[src/ffd_pkg.sv]
`timescale 1ns / 1ps

package ffd_pkg;

  localparam int unsigned MAX_FRAG_BYTES = 31;
  localparam int unsigned HDR_BYTES      = 8;

  localparam int unsigned LEN_W  = $clog2(MAX_FRAG_BYTES + 1);
  localparam int unsigned IDX_W  = (MAX_FRAG_BYTES > 1) ? $clog2(MAX_FRAG_BYTES) : 1;
  localparam int unsigned HC_W   = $clog2(HDR_BYTES);
  localparam int unsigned CAP_W  = 13;
  localparam int unsigned PART_W = 16;

  localparam logic [7:0]       SYNC_A    = 8'hAA;
  localparam logic [7:0]       SYNC_B    = 8'h55;
  localparam logic [CAP_W-1:0] CAP_RESET = 13'd256;

  typedef enum logic [1:0] {
    S_FIRST = 2'd0,
    S_NEXT  = 2'd1,
    S_DATA  = 2'd2,
    S_DRAIN = 2'd3
  } state_e;

  typedef enum logic [2:0] {
    ERR_SYNC      = 3'd0,
    ERR_LENGTH    = 3'd1,
    ERR_NOT_FIRST = 3'd2,
    ERR_CHECKSUM  = 3'd3,
    ERR_SEQUENCE  = 3'd4,
    ERR_OVERFLOW  = 3'd5
  } err_e;

  typedef enum logic {
    KIND_PAYLOAD = 1'b0,
    KIND_ERROR   = 1'b1
  } kind_e;

  typedef struct packed {
    logic hdr_wr;
    logic hdr_load;
    logic first;
    logic data_wr;
    logic drain_start;
    logic drain_step;
    logic commit;
    logic err_emit;
    err_e err_code;
  } ctrl_cmd_t;

  typedef struct packed {
    logic hdr_last;
    logic hdr_err;
    err_e hdr_code;
    logic data_more;
    logic chk_ok;
    logic drain_last;
    logic last_part;
    logic out_free;
  } dp_status_t;

endpackage

[src/ffd_ctrl.sv]
`timescale 1ns / 1ps

module ffd_ctrl (
  input  logic                  clk_i,
  input  logic                  rst_ni,
  input  logic                  in_valid_i,
  output logic                  in_ready_o,
  input  ffd_pkg::dp_status_t   status_i,
  output ffd_pkg::ctrl_cmd_t    cmd_o,
  output ffd_pkg::state_e       state_o
);

  ffd_pkg::state_e state_q, state_d;
  logic            accept;

  always_ff @(posedge clk_i or negedge rst_ni) begin
    if (!rst_ni) begin
      state_q <= ffd_pkg::S_FIRST;
    end else begin
      state_q <= state_d;
    end
  end

  assign accept  = in_valid_i && in_ready_o;
  assign state_o = state_q;

  always_comb begin
    state_d    = state_q;
    cmd_o      = '0;
    in_ready_o = 1'b0;
    case (state_q)
      ffd_pkg::S_FIRST, ffd_pkg::S_NEXT: begin
        in_ready_o  = status_i.out_free;
        cmd_o.first = (state_q == ffd_pkg::S_FIRST);
        if (accept) begin
          cmd_o.hdr_wr = 1'b1;
          if (status_i.hdr_last) begin
            if (status_i.hdr_err) begin
              cmd_o.err_emit = 1'b1;
              cmd_o.err_code = status_i.hdr_code;
              state_d        = ffd_pkg::S_FIRST;
            end else begin
              cmd_o.hdr_load = 1'b1;
              state_d        = ffd_pkg::S_DATA;
            end
          end
        end
      end
      ffd_pkg::S_DATA: begin
        in_ready_o = status_i.out_free;
        if (accept) begin
          if (status_i.data_more) begin
            cmd_o.data_wr = 1'b1;
          end else if (!status_i.chk_ok) begin
            cmd_o.err_emit = 1'b1;
            cmd_o.err_code = ffd_pkg::ERR_CHECKSUM;
            state_d        = ffd_pkg::S_FIRST;
          end else begin
            cmd_o.drain_start = 1'b1;
            state_d           = ffd_pkg::S_DRAIN;
          end
        end
      end
      ffd_pkg::S_DRAIN: begin
        if (status_i.out_free) begin
          cmd_o.drain_step = 1'b1;
          if (status_i.drain_last) begin
            cmd_o.commit = !status_i.last_part;
            state_d      = status_i.last_part ? ffd_pkg::S_FIRST : ffd_pkg::S_NEXT;
          end
        end
      end
      default: begin
        state_d = ffd_pkg::S_FIRST;
      end
    endcase
  end

endmodule

[config.mk]
export PLATFORM = sky130hd
export DESIGN_NAME = ffd_ctrl
export DESIGN_NICKNAME = d
export VERILOG_FILES = /design/src/ffd_pkg.sv /design/src/ffd_ctrl.sv
export SDC_FILE = /design/constraint.sdc
export NUM_CORES = 1
export LEC_CHECK = 0
export ABC_AREA = 1
export BUFFER_PORTS_ARGS = -buffer_cell sky130_fd_sc_hd__buf_2
export CELL_PAD_IN_SITES_DETAIL_PLACEMENT = 1
export CELL_PAD_IN_SITES_GLOBAL_PLACEMENT = 1
export CORE_ASPECT_RATIO = 1.1
export CORE_MARGIN = 2
export CORE_UTILIZATION = 21
export CTS_CLUSTER_SIZE = 30
export DETAILED_ROUTE_END_ITERATION = 12
export MAX_ROUTING_LAYER = met4
export PLACE_DENSITY_LB_ADDON = 0.12
export SYNTH_ARGS = -nofsm -noshare
export SYNTH_HDL_FRONTEND = slang
export SYNTH_SLANG_ARGS = --single-unit
[constraint.sdc]
create_clock -name clk_i -period 1.8 [get_ports clk_i]
set_clock_uncertainty 0.05 [all_clocks]
set_input_delay 0.54 -clock clk_i [delete_from_list [all_inputs] [get_ports clk_i]]
set_output_delay 0.54 -clock clk_i [all_outputs]
set_load 0.05 [all_outputs]
==> results.cfg <==
[clocking]
path_clk_slew_ns = 0.03
cts_max_level = 1
clock-sinks = 2
cts_tree = done
clk_latency_ns = 0.22
clock_path_buffers = 2
cts_hold_buf = 0
cts-root-buf = clkbuf_4
numCtsBuffers = 3

[setup_path]
worstReg2RegStart = state_o[0]
worst_setup_path_end_kind = output port
r2r-end = state_o[0]
setup.worst_path.end = cmd_o[1]
r2r_cells = 8
worst_ep_arrival_time_ns = 1.37
critical_path_class = flop to output port
crit_required_ns = 1.21
path_max_fanout = 6
r2r_setup_slack_ns = 0.51
startpoint = state_o[1]
crit_path_start_kind = flop

[job]
drv_cap = 0

[status]
violations = negative setup slack
status = finished, violations left

[drt]
wirelength_microns = 1393
viasPerCell = 4.661
ant_nets = 0
wl_per_cell_microns = 12.44
drc = 0
drtIter0Drc = 0
vias = 522
first_pass_iters = 1

[placement]
dp_cells = 108
port_buffers = 26
gp_congestion = 0.6895
dp_hpwl_microns = 1013

[die]
die-area_sq_mm = 0.001808
ios = 27
rows = 14
core_sq_mm = 0.001384
die_width_microns = 40.73
die_h_microns = 44.40
initial_core_util = 0.2251

[logic_synthesis]
synthCells = 51
yosys.area.top_type = dfrtp_1
async_reset_ff_frac = 1.000
ys_ff_latch = 2
synth_common_cells = nand2_1 (13), inv_1 (6), nand3_1 (6), nor2_1 (6), nor3_1 (3)
synth.most_common_cell = nand2_1
synth-seq-area-share = 0.1606
avgSynthCellArea_sq_um = 6.109
synth_nets = 64
synthFlopType = dfrtp_1
yosysTopAreaCellShare = 0.1606
synth_area_leaders = dfrtp_1 (16%), nand2_1 (16%), nand3_1 (9.6%)
synth_cell_types = 17
synth_edf_count = 0
mappedNetlistArea_sq_um = 311.5
ys_warn_count = 0

[power_and_ir_drop]
p_leak_nw = 0.4298
p_per_area_mw_per_mm2 = 1252
irDropWorstVdd_mv = 0.7776

[final_layout]
diodes = 0
area_growth_pct = 162.7
finalNonFillerCells = 112
drive_gt1_frac = 0.7396
largest_reg_flops = 2
multi_input_area_sq_um = 345.3
fin_util = 0.5913
finalNetCount = 111
ff_latch_area_sq_um = 52.55
fillers = 167

[global_route]
grt_pass1_wl_microns = 2187
grt-ovfl-total = 0
track_usage = 0.1785
antenna_found_initial = 0
grt_pass1_vias = 544
grt_max_degree = 7

[timing]
slew_viol_final = 0
fin_crit_sh = 1.086
max_freq_mhz = 511.4
post-route-worst-setup-slack_ns = -0.1556
relSlewSlack = 0.8269
fin_hold_ws_ns = 0.04640
period_minus_slack_ns = 1.956
setup_viol = 8
hold_viol_final = 0
tightest_slew_ns = 0.2583
rsz0062_at_grt = true

[worst_hold_path]
hold_path.class = input port to async pin
## logic make-up (layout without fill, tap and decap cells)
family                 count (synthesis)  after routing  synth area share
AO/OA/AOI/OAI                          3              3           0.07630
buffers and inverters                  9             54            0.1325
AND/OR/NAND/NOR                       37             37            0.6306
flip-flops                             2              2            0.1606
## layout make-up
class | instances | share of cell area
multi-input cells | 40 | 0.4220
well taps | 16 | 0.02446
inverters | 8 | 0.03670
repair buffers | 43 | 0.4251
clock buffers | 3 | 0.02752
flip-flops and latches | 2 | 0.06422
## what timing repair did
item | 4_1_cts | 5_1_grt
pin swaps | 6 | 1
endpoints found under the setup margin | 11 | 11
buffers inserted | 2 | 0
gates resized for setup | 36 | 5
## through the flow
| stage | power (mW) | setup slack, ns | setup TNS [ns] | instance area [sq um] |
|---|---|---|---|---|
| after floorplan | 0.5396 | -0.4115 | -2.307 | 386.6 |
| after global placement | 0.7751 | -0.2194 | -1.137 | 645.6 |
| after detailed placement | 0.7854 | -0.2347 | -1.203 | 645.6 |
| after CTS | 1.011 | -0.1582 | -0.9183 | 802.0 |
| after global routing | 1.092 | -0.2305 | -1.400 | 818.3 |
| final | 1.025 | -0.1556 | -0.8680 | 818.3 |
## routing by layer
layer,up-vias,GRT usage,share of wire
met2,21,0.3524,0.58
met5,-,-,0
met4,0,0.04000,0.019
met1,238,0.1801,0.35
li1,259,-,-
met3,4,0.005025,0.058
## where the power goes
group	total, mW	internal (mW)	switching (mW)
Combinational	0.813	0.310	0.504
Sequential	0.115	0.0723	0.0431
Clock	0.0958	0.0733	0.0225
## worst min-delay path by stage
| stage | cells past startpoint | end | start | slack, ns |
|---|---|---|---|---|
| final | 1 | state_o[1] | rst_ni | 0.05 |
| after global routing | 1 | state_o[1] | rst_ni | 0.06 |
| after CTS | 1 | state_o[1] | rst_ni | 0.04 |
| after detailed placement | 1 | state_o[1] | rst_ni | 0.28 |
| after global placement | 1 | state_o[0] | rst_ni | 0.28 |
| after floorplan | 0 | state_o[0] | rst_ni | 0.19 |
## critical path: stages (launching register included)
cell	delay, ns
dfrtp_2	0.44
nand2_4	0.08
nand3_4	0.10
nor2_2	0.15
nand2_4	0.10
o31ai_4	0.07
buf_6	0.18
## placed cells by master, fill, tap and decap left out
cell      count
nor3_4        2
inv_1         5
nor2_1        2
nand2_1      11
buf_2        14
clkbuf_4      3
dfrtp_2       2
nor3_2        1
nor2_4        4
buf_6        10
nand2_4       3
buf_8         3
nand3_4       3
o31ai_4       2
nor2_2        2
nand3_1       4
or2_1         1
inv_2         3
nand3_2       2
nand4_1       2
o21ai_2       1
buf_4        16
(Power assumes the default switching activity.)
