File: src/ffd_pkg.sv
`timescale 1ns / 1ps

package ffd_pkg;

  localparam int unsigned MAX_FRAG_BYTES = 31;
  localparam int unsigned HDR_BYTES      = 8;

  localparam int unsigned LEN_W  = $clog2(MAX_FRAG_BYTES + 1);
  localparam int unsigned IDX_W  = (MAX_FRAG_BYTES > 1) ? $clog2(MAX_FRAG_BYTES) : 1;
  localparam int unsigned HC_W   = $clog2(HDR_BYTES);
  localparam int unsigned CAP_W  = 13;
  localparam int unsigned PART_W = 16;

  localparam logic [7:0]       SYNC_A    = 8'hAA;
  localparam logic [7:0]       SYNC_B    = 8'h55;
  localparam logic [CAP_W-1:0] CAP_RESET = 13'd256;

  typedef enum logic [1:0] {
    S_FIRST = 2'd0,
    S_NEXT  = 2'd1,
    S_DATA  = 2'd2,
    S_DRAIN = 2'd3
  } state_e;

  typedef enum logic [2:0] {
    ERR_SYNC      = 3'd0,
    ERR_LENGTH    = 3'd1,
    ERR_NOT_FIRST = 3'd2,
    ERR_CHECKSUM  = 3'd3,
    ERR_SEQUENCE  = 3'd4,
    ERR_OVERFLOW  = 3'd5
  } err_e;

  typedef enum logic {
    KIND_PAYLOAD = 1'b0,
    KIND_ERROR   = 1'b1
  } kind_e;

  typedef struct packed {
    logic hdr_wr;
    logic hdr_load;
    logic first;
    logic data_wr;
    logic drain_start;
    logic drain_step;
    logic commit;
    logic err_emit;
    err_e err_code;
  } ctrl_cmd_t;

  typedef struct packed {
    logic hdr_last;
    logic hdr_err;
    err_e hdr_code;
    logic data_more;
    logic chk_ok;
    logic drain_last;
    logic last_part;
    logic out_free;
  } dp_status_t;

endpackage

File: src/ffd_datapath.sv
`timescale 1ns / 1ps

module ffd_datapath (
  input  logic                        clk_i,
  input  logic                        rst_ni,
  input  logic                        cfg_we_i,
  input  logic [ffd_pkg::CAP_W-1:0]   cfg_wdata_i,
  input  logic [7:0]                  rx_byte_i,
  input  ffd_pkg::ctrl_cmd_t          cmd_i,
  output ffd_pkg::dp_status_t         status_o,
  output logic                        out_valid_o,
  input  logic                        out_ready_i,
  output logic                        item_kind_o,
  output logic [7:0]                  payload_byte_o,
  output logic [2:0]                  error_code_o,
  output logic                        end_of_run_o,
  output logic                        message_done_o,
  output logic [ffd_pkg::CAP_W-1:0]   message_length_o
);

  // header bytes 0..6; byte 7 is taken straight from the link
  logic [7:0] hdr_q [ffd_pkg::HDR_BYTES-1];
  logic [7:0] frag_mem [ffd_pkg::MAX_FRAG_BYTES];

  logic [ffd_pkg::HC_W-1:0]   hc_q;
  logic [ffd_pkg::CAP_W-1:0]  cap_q;
  logic [ffd_pkg::LEN_W-1:0]  flen_q;
  logic [ffd_pkg::LEN_W-1:0]  bidx_q;
  logic [ffd_pkg::LEN_W-1:0]  didx_q;
  logic [7:0]                 xor_q;
  logic [ffd_pkg::PART_W-1:0] cur_q;
  logic [ffd_pkg::PART_W-1:0] tot_q;
  logic [ffd_pkg::CAP_W-1:0]  stored_q;

  logic                       out_valid_q;
  ffd_pkg::kind_e             out_kind_q;
  logic [7:0]                 out_byte_q;
  ffd_pkg::err_e              out_code_q;
  logic                       out_eor_q;
  logic                       out_done_q;
  logic [ffd_pkg::CAP_W-1:0]  out_len_q;

  logic [15:0]                f_len, f_part, f_total;
  logic [16:0]                need;
  logic                       sync_bad, len_bad, first_bad, seq_bad, cap_bad;
  logic [ffd_pkg::CAP_W-1:0]  total_len;
  logic                       out_load;

  assign f_len   = {hdr_q[2], hdr_q[3]};
  assign f_part  = {hdr_q[5], hdr_q[4]};
  assign f_total = {rx_byte_i, hdr_q[6]};

  assign sync_bad  = (hdr_q[0] != ffd_pkg::SYNC_A) || (hdr_q[1] != ffd_pkg::SYNC_B);
  assign len_bad   = (f_len == 16'd0) || (f_len > 16'(ffd_pkg::MAX_FRAG_BYTES));
  assign first_bad = (f_part != 16'd1) || (f_total == 16'd0);
  assign seq_bad   = (17'(f_part) != 17'(cur_q) + 17'd1) || (f_total != tot_q);
  assign need      = 17'(stored_q) + 17'(f_len) + 17'd1;
  assign cap_bad   = need > 17'(cap_q);

  always_comb begin
    status_o.hdr_err  = 1'b1;
    status_o.hdr_code = ffd_pkg::ERR_SYNC;
    if (sync_bad) begin
      status_o.hdr_code = ffd_pkg::ERR_SYNC;
    end else if (len_bad) begin
      status_o.hdr_code = ffd_pkg::ERR_LENGTH;
    end else if (cmd_i.first) begin
      status_o.hdr_code = ffd_pkg::ERR_NOT_FIRST;
      status_o.hdr_err  = first_bad;
    end else if (seq_bad) begin
      status_o.hdr_code = ffd_pkg::ERR_SEQUENCE;
    end else begin
      status_o.hdr_code = ffd_pkg::ERR_OVERFLOW;
      status_o.hdr_err  = cap_bad;
    end
  end

  assign total_len           = stored_q + ffd_pkg::CAP_W'(flen_q);
  assign status_o.hdr_last   = (hc_q == ffd_pkg::HC_W'(ffd_pkg::HDR_BYTES - 1));
  assign status_o.data_more  = (bidx_q < flen_q);
  assign status_o.chk_ok     = (rx_byte_i == xor_q);
  assign status_o.drain_last = (didx_q == flen_q - ffd_pkg::LEN_W'(1));
  assign status_o.last_part  = (cur_q == tot_q);
  assign status_o.out_free   = !out_valid_q || out_ready_i;

  assign out_load = cmd_i.err_emit || cmd_i.drain_step;

  // control registers
  always_ff @(posedge clk_i or negedge rst_ni) begin
    if (!rst_ni) begin
      hc_q        <= '0;
      cap_q       <= ffd_pkg::CAP_RESET;
      bidx_q      <= '0;
      didx_q      <= '0;
      out_valid_q <= 1'b0;
    end else begin
      if (cfg_we_i) begin
        cap_q <= cfg_wdata_i;
      end
      if (cmd_i.hdr_wr) begin
        hc_q <= hc_q + 1'b1;
      end
      if (cmd_i.hdr_load) begin
        bidx_q <= '0;
      end else if (cmd_i.data_wr) begin
        bidx_q <= bidx_q + 1'b1;
      end
      if (cmd_i.drain_start) begin
        didx_q <= '0;
      end else if (cmd_i.drain_step) begin
        didx_q <= didx_q + 1'b1;
      end
      if (out_load) begin
        out_valid_q <= 1'b1;
      end else if (out_ready_i) begin
        out_valid_q <= 1'b0;
      end
    end
  end

  // payload registers and fragment buffer
  always_ff @(posedge clk_i) begin
    if (cmd_i.hdr_wr && !status_o.hdr_last) begin
      hdr_q[hc_q] <= rx_byte_i;
    end
    if (cmd_i.hdr_load) begin
      flen_q <= f_len[ffd_pkg::LEN_W-1:0];
      xor_q  <= 8'h00;
      if (cmd_i.first) begin
        cur_q    <= 16'd1;
        tot_q    <= f_total;
        stored_q <= '0;
      end else begin
        cur_q <= f_part;
      end
    end
    if (cmd_i.data_wr) begin
      frag_mem[bidx_q[ffd_pkg::IDX_W-1:0]] <= rx_byte_i;
      xor_q                                <= xor_q ^ rx_byte_i;
    end
    if (cmd_i.commit) begin
      stored_q <= total_len;
    end
    if (cmd_i.err_emit) begin
      out_kind_q <= ffd_pkg::KIND_ERROR;
      out_byte_q <= 8'h00;
      out_code_q <= cmd_i.err_code;
      out_eor_q  <= 1'b1;
      out_done_q <= 1'b0;
      out_len_q  <= '0;
    end else if (cmd_i.drain_step) begin
      out_kind_q <= ffd_pkg::KIND_PAYLOAD;
      out_byte_q <= frag_mem[didx_q[ffd_pkg::IDX_W-1:0]];
      out_code_q <= ffd_pkg::ERR_SYNC;   // code field reads zero on payload beats
      out_eor_q  <= status_o.drain_last;
      out_done_q <= status_o.drain_last && status_o.last_part;
      out_len_q  <= (status_o.drain_last && status_o.last_part) ? total_len : '0;
    end
  end

  assign out_valid_o      = out_valid_q;
  assign item_kind_o      = out_kind_q;
  assign payload_byte_o   = out_byte_q;
  assign error_code_o     = out_code_q;
  assign end_of_run_o     = out_eor_q;
  assign message_done_o   = out_done_q;
  assign message_length_o = out_len_q;

endmodule

File: config.mk
export PLATFORM = sky130hd
export DESIGN_NAME = ffd_datapath
export DESIGN_NICKNAME = d
export VERILOG_FILES = /design/src/ffd_pkg.sv /design/src/ffd_datapath.sv
export SDC_FILE = /design/constraint.sdc
export NUM_CORES = 1
export LEC_CHECK = 0
export ABC_AREA = 1
export BUFFER_PORTS_ARGS = -buffer_cell sky130_fd_sc_hd__buf_2
export CAP_MARGIN = 20
export CORE_MARGIN = 10
export CORE_UTILIZATION = 58
export CTS_CLUSTER_DIAMETER = 200
export DETAILED_ROUTE_END_ITERATION = 8
export HOLD_SLACK_MARGIN = 0.02
export PLACE_DENSITY = 0.76
export SLEW_MARGIN = 10
export SYNTH_ARGS = -nofsm -noshare
export SYNTH_HDL_FRONTEND = slang
export SYNTH_SLANG_ARGS = --single-unit
File: constraint.sdc
create_clock -name clk_i -period 4.7 [get_ports clk_i]
set_input_delay 0.47 -clock clk_i [delete_from_list [all_inputs] [get_ports clk_i]]
set_output_delay 0.47 -clock clk_i [all_outputs]
set_load 0.01 [all_outputs]
==> results.txt, run 1 <==
The run finished with clean final reports. The layout overhead on the synthesized area came out at 11.1%. The final routed wire length divided by cell count came out at approximately 20 um. Among all flip-flop cells after synthesis, the most frequent one is edfxtp_1.

The register area share after synthesis came out at 0.654. The number of max-capacitance violations reported came out at 0. In the post-synthesis netlist, the biggest area contributors are edfxtp_1 (59%), nand2_1 (6.2%), nor2_1 (5.0%). The number of hold violations in the final report came out at 0.

The worst setup path is launched from a register. The share of the cycle needed by the critical path after routing came out at 0.899. STA classifies the critical path endpoint as an output port. The biggest area contributor in the post-synthesis netlist is edfxtp_1. The number of max-slew violations in the final report is 0. The amount of wire on met3 after detailed routing came out at roughly 3.5 mm. The instance count of the mapped netlist came out at 1,701. The maximum number of pins on one net before global-route repair came out at 77.

The overall routing resource usage is 0.221. For this block, the initial DRC count from the detailed router was 1,270. The die is 199 um tall.

In this run the remaining antenna-violating nets after routing total 0. The min-delay analysis places its worst path in the category input pin to register. The post-cts resize count came out at 0. The cell leakage power is around 0.008 uW.

The slew of the pin with the lowest slew margin came out at 0.984 ns. The number of enable flip-flop cells after synthesis is around 370. The post-detailed-placement half-perimeter wirelength is 27.6 mm.

The final weighted congestion in routability-driven placement is about 0.89. The worst setup slack for register-to-register paths is 1.96 ns. The number of clock buffers added by TritonCTS is 40. Clock tree synthesis selected as its root buffer the cell clkbuf_16. The power per unit of standard cell area is 419 mW/mm2. The cts-stage hold buffer count came out at 1. The library cell used most frequently in the layout, excluding fill and tap cells, is edfxtp_1. STA puts the critical path data required time at 4.23 ns. The synthesized netlist net count came out at about 1,800. The number of library cell types mapped by synthesis is 45. The initial cell density of the core is 0.587. In this run the most critical hold path is launched from cmd_i[6]. The top-level I/O count is 74. The hold path depth is 2. The final total negative setup slack is 0 ns. The number of placed instances with taps included came out at about 2,100. The count of filler cells inserted in the layout is ~2,400. The chip width is between 150 and 200 um. The total of buffers placed on input and output ports is between 70 and 80.

The number of antenna violations at the first check in global routing was 1. The insertion delay to the later sink of the worst-skew pair is 0.52 ns. After floorplanning, the core was divided into 65 placement rows. The number of non-filler instances in the completed layout is approximately 2,200. The detailed router placed ~13,000 vias in this run. In the layout the commonest cells are edfxtp_1 (365), nand2_1 (308), nor2_1 (246).

The tightest slew margin relative to the limit came out at 0.343. The buffers inserted during post-CTS setup optimization is 0. The via count of the first global-routing pass is around 12,000. The share of the synthesized area in the top cell type is 0.591.

The number of warnings printed during yosys synthesis came out at 0. TritonCTS built the clock tree. The path with the worst hold slack has its endpoint at didx_q[1]. The total routed wirelength came out at between 40 and 50 mm. For this run, design rule violations remaining after detail routing come to 0. The setup violation total in the final timing report came out at 0. The die footprint is ~0.040 mm2. The placement-stage cell area came out at 0.0193 mm2. The share of flip-flops with an asynchronous set or reset came out at 0.0649. The setup clock skew after layout is around 0.015 ns.

The residual overflow from global routing came out at 0. The clock drives 416 sinks. The first detailed-routing pass ran for 5 iterations. The maximum level of the CTS H-tree came out at 2. The number of nets in the final layout is approximately 1,900. Subtracting the final worst setup slack from the clock period gives 4.22 ns. The register bit count reported by yosys came out at around 420.

Measured in cells, the most critical reg-to-reg path has a length of 8. Of the cells placed in the final design, the portion with a size suffix greater than 1 is 0.0980. The worst setup path is of the register to output port kind.

The wire length on met2 is between 20 and 25 mm. The worst-case hold slack is 0.130 ns. Setup repair after global routing left no endpoint under its margin. The cell area after layout is 0.0206 mm2. The post-route met1 wirelength is around 17 mm. The ratio of routed vias to standard cells is 5.80. Across the VDD grid, the largest voltage drop is about 0.00034 V. The peak fanout along the critical path came out at 3. The maximum number of buffers from clock root to sink is 3. The worst path arrival time is roughly 3.8 ns. The sum of internal, switching and leakage power is ~8600 uW. The global-route wire length before repair is 67.8 mm. The mean area per synthesized cell is around 11 um2.

In this run the standard cell core region covers around 0.032 mm2. Summing every instance area after synthesis gives 0.0185 mm2. After clock tree synthesis, the clock-pin slew on the worst setup and hold paths is about 0.070 ns. In this run the critical register-to-register path is captured at payload_byte_o[5]. In this run the critical register-to-register path is launched from didx_q[0]. The achievable frequency is about 240 MHz. After detailed routing, no signal wire sits above met4.
-- worst max-delay path: stages (launching register included) --
cell and delay [ns]:
edfxtp_1 0.41, inv_1 0.07, ha_1 0.13, inv_1 0.06, fa_1 0.40, nand3_1 0.10
nand2_1 0.10, nand3_1 0.09, nand2_1 0.10, nand2_1 0.07, nand2_1 0.05, xor2_1 0.14
ha_1 0.29, nand2_1 0.08, nor3_1 0.31, nand4_1 0.15, nand2_1 0.12, nand2_1 0.06
nor2_1 0.09, nand4_1 0.11, nand2_1 0.08, nand2_1 0.05, buf_2 0.14
-- flip-flops by register name, indices dropped and copies added, names as in the netlist, 3 cells and up --
register and cells:
bidx_q 5, cur_q 16, tot_q 16, error_code_o 3, didx_q 5, hc_q 3, cap_q 13, flen_q 5
frag_mem 248, xor_q 8, hdr_q 56, stored_q 13, message_length_o 13, payload_byte_o 8
-- stage by stage --
step	util	setup slack, ns
CTS	0.652	0.491
finish	0.653	0.477
floorplan	-	1.60
global placement	0.611	1.19
detailed placement	0.611	1.08
global route	0.653	0.259
-- final cells by class --
class                   instances  area (um2)  area share
clock buffers                  49        1050      0.0512
well taps                     402         503      0.0244
flip-flops and latches        416       12100       0.589
diodes                          1        2.50    0.000121
clock inverters                24         236      0.0115
repair buffers                 92         520      0.0253
multi-input cells            1074        5590       0.271
inverters                     152         571      0.0277
-- report_power, final --
group	internal (uW)	switching, uW
sequential	4210	112
clock	1830	1340
combinational	381	764
-- synth_stat cells (all sizes together), types with 2 or more instances --
library cell,instances
buf,25
nor3,13
nand2,313
nor2,253
or2,6
clkinv,5
a31oi,2
nand3b,6
edfxtp,365
a21oi,37
dfxtp,24
nor4,7
and3,2
nand3,61
nand4,34
o211ai,9
o22ai,38
xor2,28
o221ai,22
fa,2
dfrtp,26
o21ai,153
inv,147
clkbuf,34
xnor2,36
ha,44
-- worst max-delay path by stage --
stage                  endpoint        start  cells past startpoint
CTS                 status_o[8]  hdr_q[3][0]                     22
detailed placement  status_o[8]  stored_q[0]                     22
global placement    status_o[8]  hdr_q[3][0]                     22
finish              status_o[8]  hdr_q[3][0]                     22
global route        status_o[8]  stored_q[0]                     22
floorplan           status_o[8]  hdr_q[3][0]                     21
-- cell families after synthesis --
group / after synthesis / share of synthesized area
muxes: 1 / 0.000608
buffers and inverters: 211 / 0.0450
and+or+nand+nor: 697 / 0.157
AOI/OAI and AO/OA: 266 / 0.0810
adders and majority gates: 46 / 0.0319
DFF: 416 / 0.654
xor gates and xnor gates: 64 / 0.0302
-- routing by layer --
metal | vias up | global-route usage
met2 | 572 | 0.367
li1 | 6056 | -
met5 | - | 0
met4 | 0 | 0.0786
met1 | 6095 | 0.288
met3 | 105 | 0.0355
Note: power is estimated with default switching activity, not from simulation.
==> inputs of run 2 (changes only) <==
Settings changed: CORE_UTILIZATION 58 to 60, PLACE_DENSITY 0.76 to 0.78.
==> run 2 against run 1 <==
- clock-buffer cell count increased by 19
- combinational power hardly changed
- setup slack better by 0.0055 ns
- critical path type unchanged
- worst hold slack lost 0.020 ns
- utilization up 2.7 points
- critical path depth unchanged
- highest routed layer unchanged
- routed wire length rose by 1.0%
- cell count barely moved
- maximum frequency rose by 0.13%
- sequential power about the same
==> results.txt, run 2 (synthesis gave the netlist of run 1 again) <==
The residual overflow from global routing was 0 (unchanged). The vertical die dimension came out at 196 um (was 199 um). The achievable frequency is 237 MHz (about the same). The setup clock skew after layout is 0.0103 ns (was 0.0147 ns). The start of the worst register-to-register path is didx_q[0] (unchanged). The final standard cell utilization of the core came out at 0.680 (was 0.653). The final total negative setup slack is 0 ns (unchanged). The required time of the critical path came out at 4.23 ns (about the same).

The cell leakage power is 0.00803 uW (was 0.00797 uW). The sum of buffers and inverters on the critical path came out at 3 (unchanged). The tightest slew margin relative to the limit is 0.380 (was 0.343). The ratio of routed vias to standard cells is 5.86 (was 5.80). The total number of vias was 13,000 (was 12,800). The peak fanout along the critical path is 3 (unchanged). The iteration count of the initial detailed-routing pass came out at 6 (was 5). Highest-count cells in the layout ignoring fill and taps: edfxtp_1 (365), nand2_1 (308), nor2_1 (246) (unchanged).

The maximum number of pins on one net before global-route repair came out at 90 (was 77). The total routed wirelength is 44.2 mm (was 43.7 mm). The biggest cell delay along the critical path came to 0.41 ns (about the same). The most common cell after layout, fill and taps aside is edfxtp_1 (unchanged). Unrepaired setup endpoints after global routing: no (unchanged). The total of buffers placed on input and output ports came out at 73 (unchanged).

The worst setup path startpoint is stored_q[0] (was hdr_q[3][0]). The critical setup path kind is register to output port (unchanged). The top-level I/O count came out at 74 (unchanged). The worst IR drop on VDD came out at 0.000403 V (was 0.000341 V). The DRC marker count from the first detailed-route iteration came to 1,270 (unchanged). The global-route wire length before repair is 68.9 mm (was 67.8 mm).

The TritonCTS clock tree was done (unchanged). The chip width was 196 um (was 199 um). The type of the most critical hold path is input pin to register (unchanged). The flip-flop count of the largest register after layout was 248 (unchanged). The worst-case hold slack is 0.110 ns (was 0.130 ns). The clock transition at the registers of the reported paths is 0.06 ns (was 0.07 ns). The worst path arrival time is 3.75 ns (about the same). The maximum level of the CTS H-tree was 2 (unchanged). The startpoint of the tightest hold check path is cmd_i[6] (unchanged). The insertion delay to the later sink of the worst-skew pair is 0.55 ns (was 0.52 ns). The critical path capture point type is an output port (unchanged).

The number of antenna violations at the first check in global routing was 1 (unchanged). The number of nets in the final layout came out at 1,863 (was 1,858). The area of the core is 0.0305 mm2 (was 0.0316 mm2). The residual antenna-violating net count after detailed routing is 0 (unchanged).

The post-detailed-placement half-perimeter wirelength is 27.9 mm (was 27.6 mm). The kind of cell with the highest combined delay on the critical path was simple AND/OR/NAND/NOR gates (unchanged). The via count of the first global-routing pass came out at 12,600 (was 12,400). The die footprint is 0.0383 mm2 (was 0.0395 mm2). The number of CTS-inserted buffers came out at 42 (was 40). Outcome: complete, no violations (unchanged). The type of element launching the critical path is a register (unchanged). Worst path cell trace: inv_1 > ha_1 > inv_1 > fa_1 > nand3_1 > nand2_1 > nand3_1 > nand2_1 > nand2_1 > nand2_1 > xor2_1 > ha_1 > nand2_1 > nor3_1 > nand4_1 > nand2_1 > nand2_1 > nor2_1 > nand4_1 > nand2_1 > nand2_1 > buf_2 (unchanged).

The initial cell density of the core was 0.607 (was 0.587). The number of max-capacitance violations reported came out at 0 (unchanged). The share of the cycle needed by the critical path after routing is 0.897 (was 0.899).

The slowest library cell on the worst path is edfxtp_1 (unchanged). The number of max-slew violations in the final report came out at 0 (unchanged). The number of remaining DRC errors is 0 (unchanged). The maximum number of buffers from clock root to sink is 3 (unchanged).

The fraction of final layout cells sized beyond drive strength 1 is 0.0992 (was 0.0980). The buffers inserted during post-CTS setup optimization is 0 (unchanged). The final weighted congestion in routability-driven placement came out at 0.908 (was 0.892). The minimum clock period is 4.22 ns (about the same). The number of placement rows came out at 64 (was 65). The final routed wire length divided by cell count is 20.0 um (was 19.8 um). The slew of the pin with the lowest slew margin came out at 0.927 ns (was 0.984 ns). The CTS root buffer is clkbuf_16 (unchanged). The cell occurring most often along the worst timing path is nand2_1 (unchanged).

The power per unit of standard cell area was 426 mW/mm2 (was 419 mW/mm2). The setup violation total in the final timing report is 0 (unchanged). The clock sink total is 416 (unchanged). The overall routing resource usage is 0.226 (was 0.221).

The number of hold violations in the final report came out at 0 (unchanged). The layout overhead on the synthesized area is 11.9% (was 11.1%).
-- run 2: worst paths after layout --
kind,cells after the start,slack (ns),endpoint
worst max-delay path,22,0.48,status_o[8]
worst min-delay path,2,0.11,didx_q[1]
worst max register to register,8,1.97,payload_byte_o[2]
worst min register to register,2,0.45,item_kind_o
max in group asynchronous,2,3.66,didx_q[0]
min in group asynchronous,2,0.51,cap_q[6]
-- run 2: area by class of cell --
type	instances	area (um2)
diodes	1	2.50
clock buffers	68	1250
clock inverters	10	148
fillers	2156	9770
inverters	152	571
multi-input cells	1074	5590
flip-flops and latches	416	12100
well taps	396	495
repair buffers	95	566
-- run 2: metal layers --
layer / GRT usage / share of wire / routed length, um
met1: 0.288 / 0.38 / 16900
met2: 0.385 / 0.50 / 22100
met3: 0.0344 / 0.084 / 3700
met4: 0.0806 / 0.033 / 1480
met5: 0 / 0 / 0
-- run 2: per-stage QoR --
stage               power [uW]  area [um2]  std cells  setup WS [ns]
floorplan                 5140       18500       1701           1.60
global placement          5470       19300       2131           1.19
detailed placement        5520       19300       2132           1.08
CTS                       8850       20700       2211          0.483
global route              9180       20700       2211          0.180
finish                    8840       20700       2212          0.482
-- run 2: repair_timing --
item,4_1_cts,5_1_grt
endpoints found under the setup margin,0,0
hold buffers,1,0
gates resized for setup,0,0
hold endpoints to repair,26,0
-- run 2: power by group --
group	internal, uW	total (uW)	leakage (uW)	switching [uW]
sequential	4210	4330	0.00389	121
combinational	388	1150	0.00346	765
clock	1990	3360	0.000675	1370
total	6590	8840	0.00803	2250
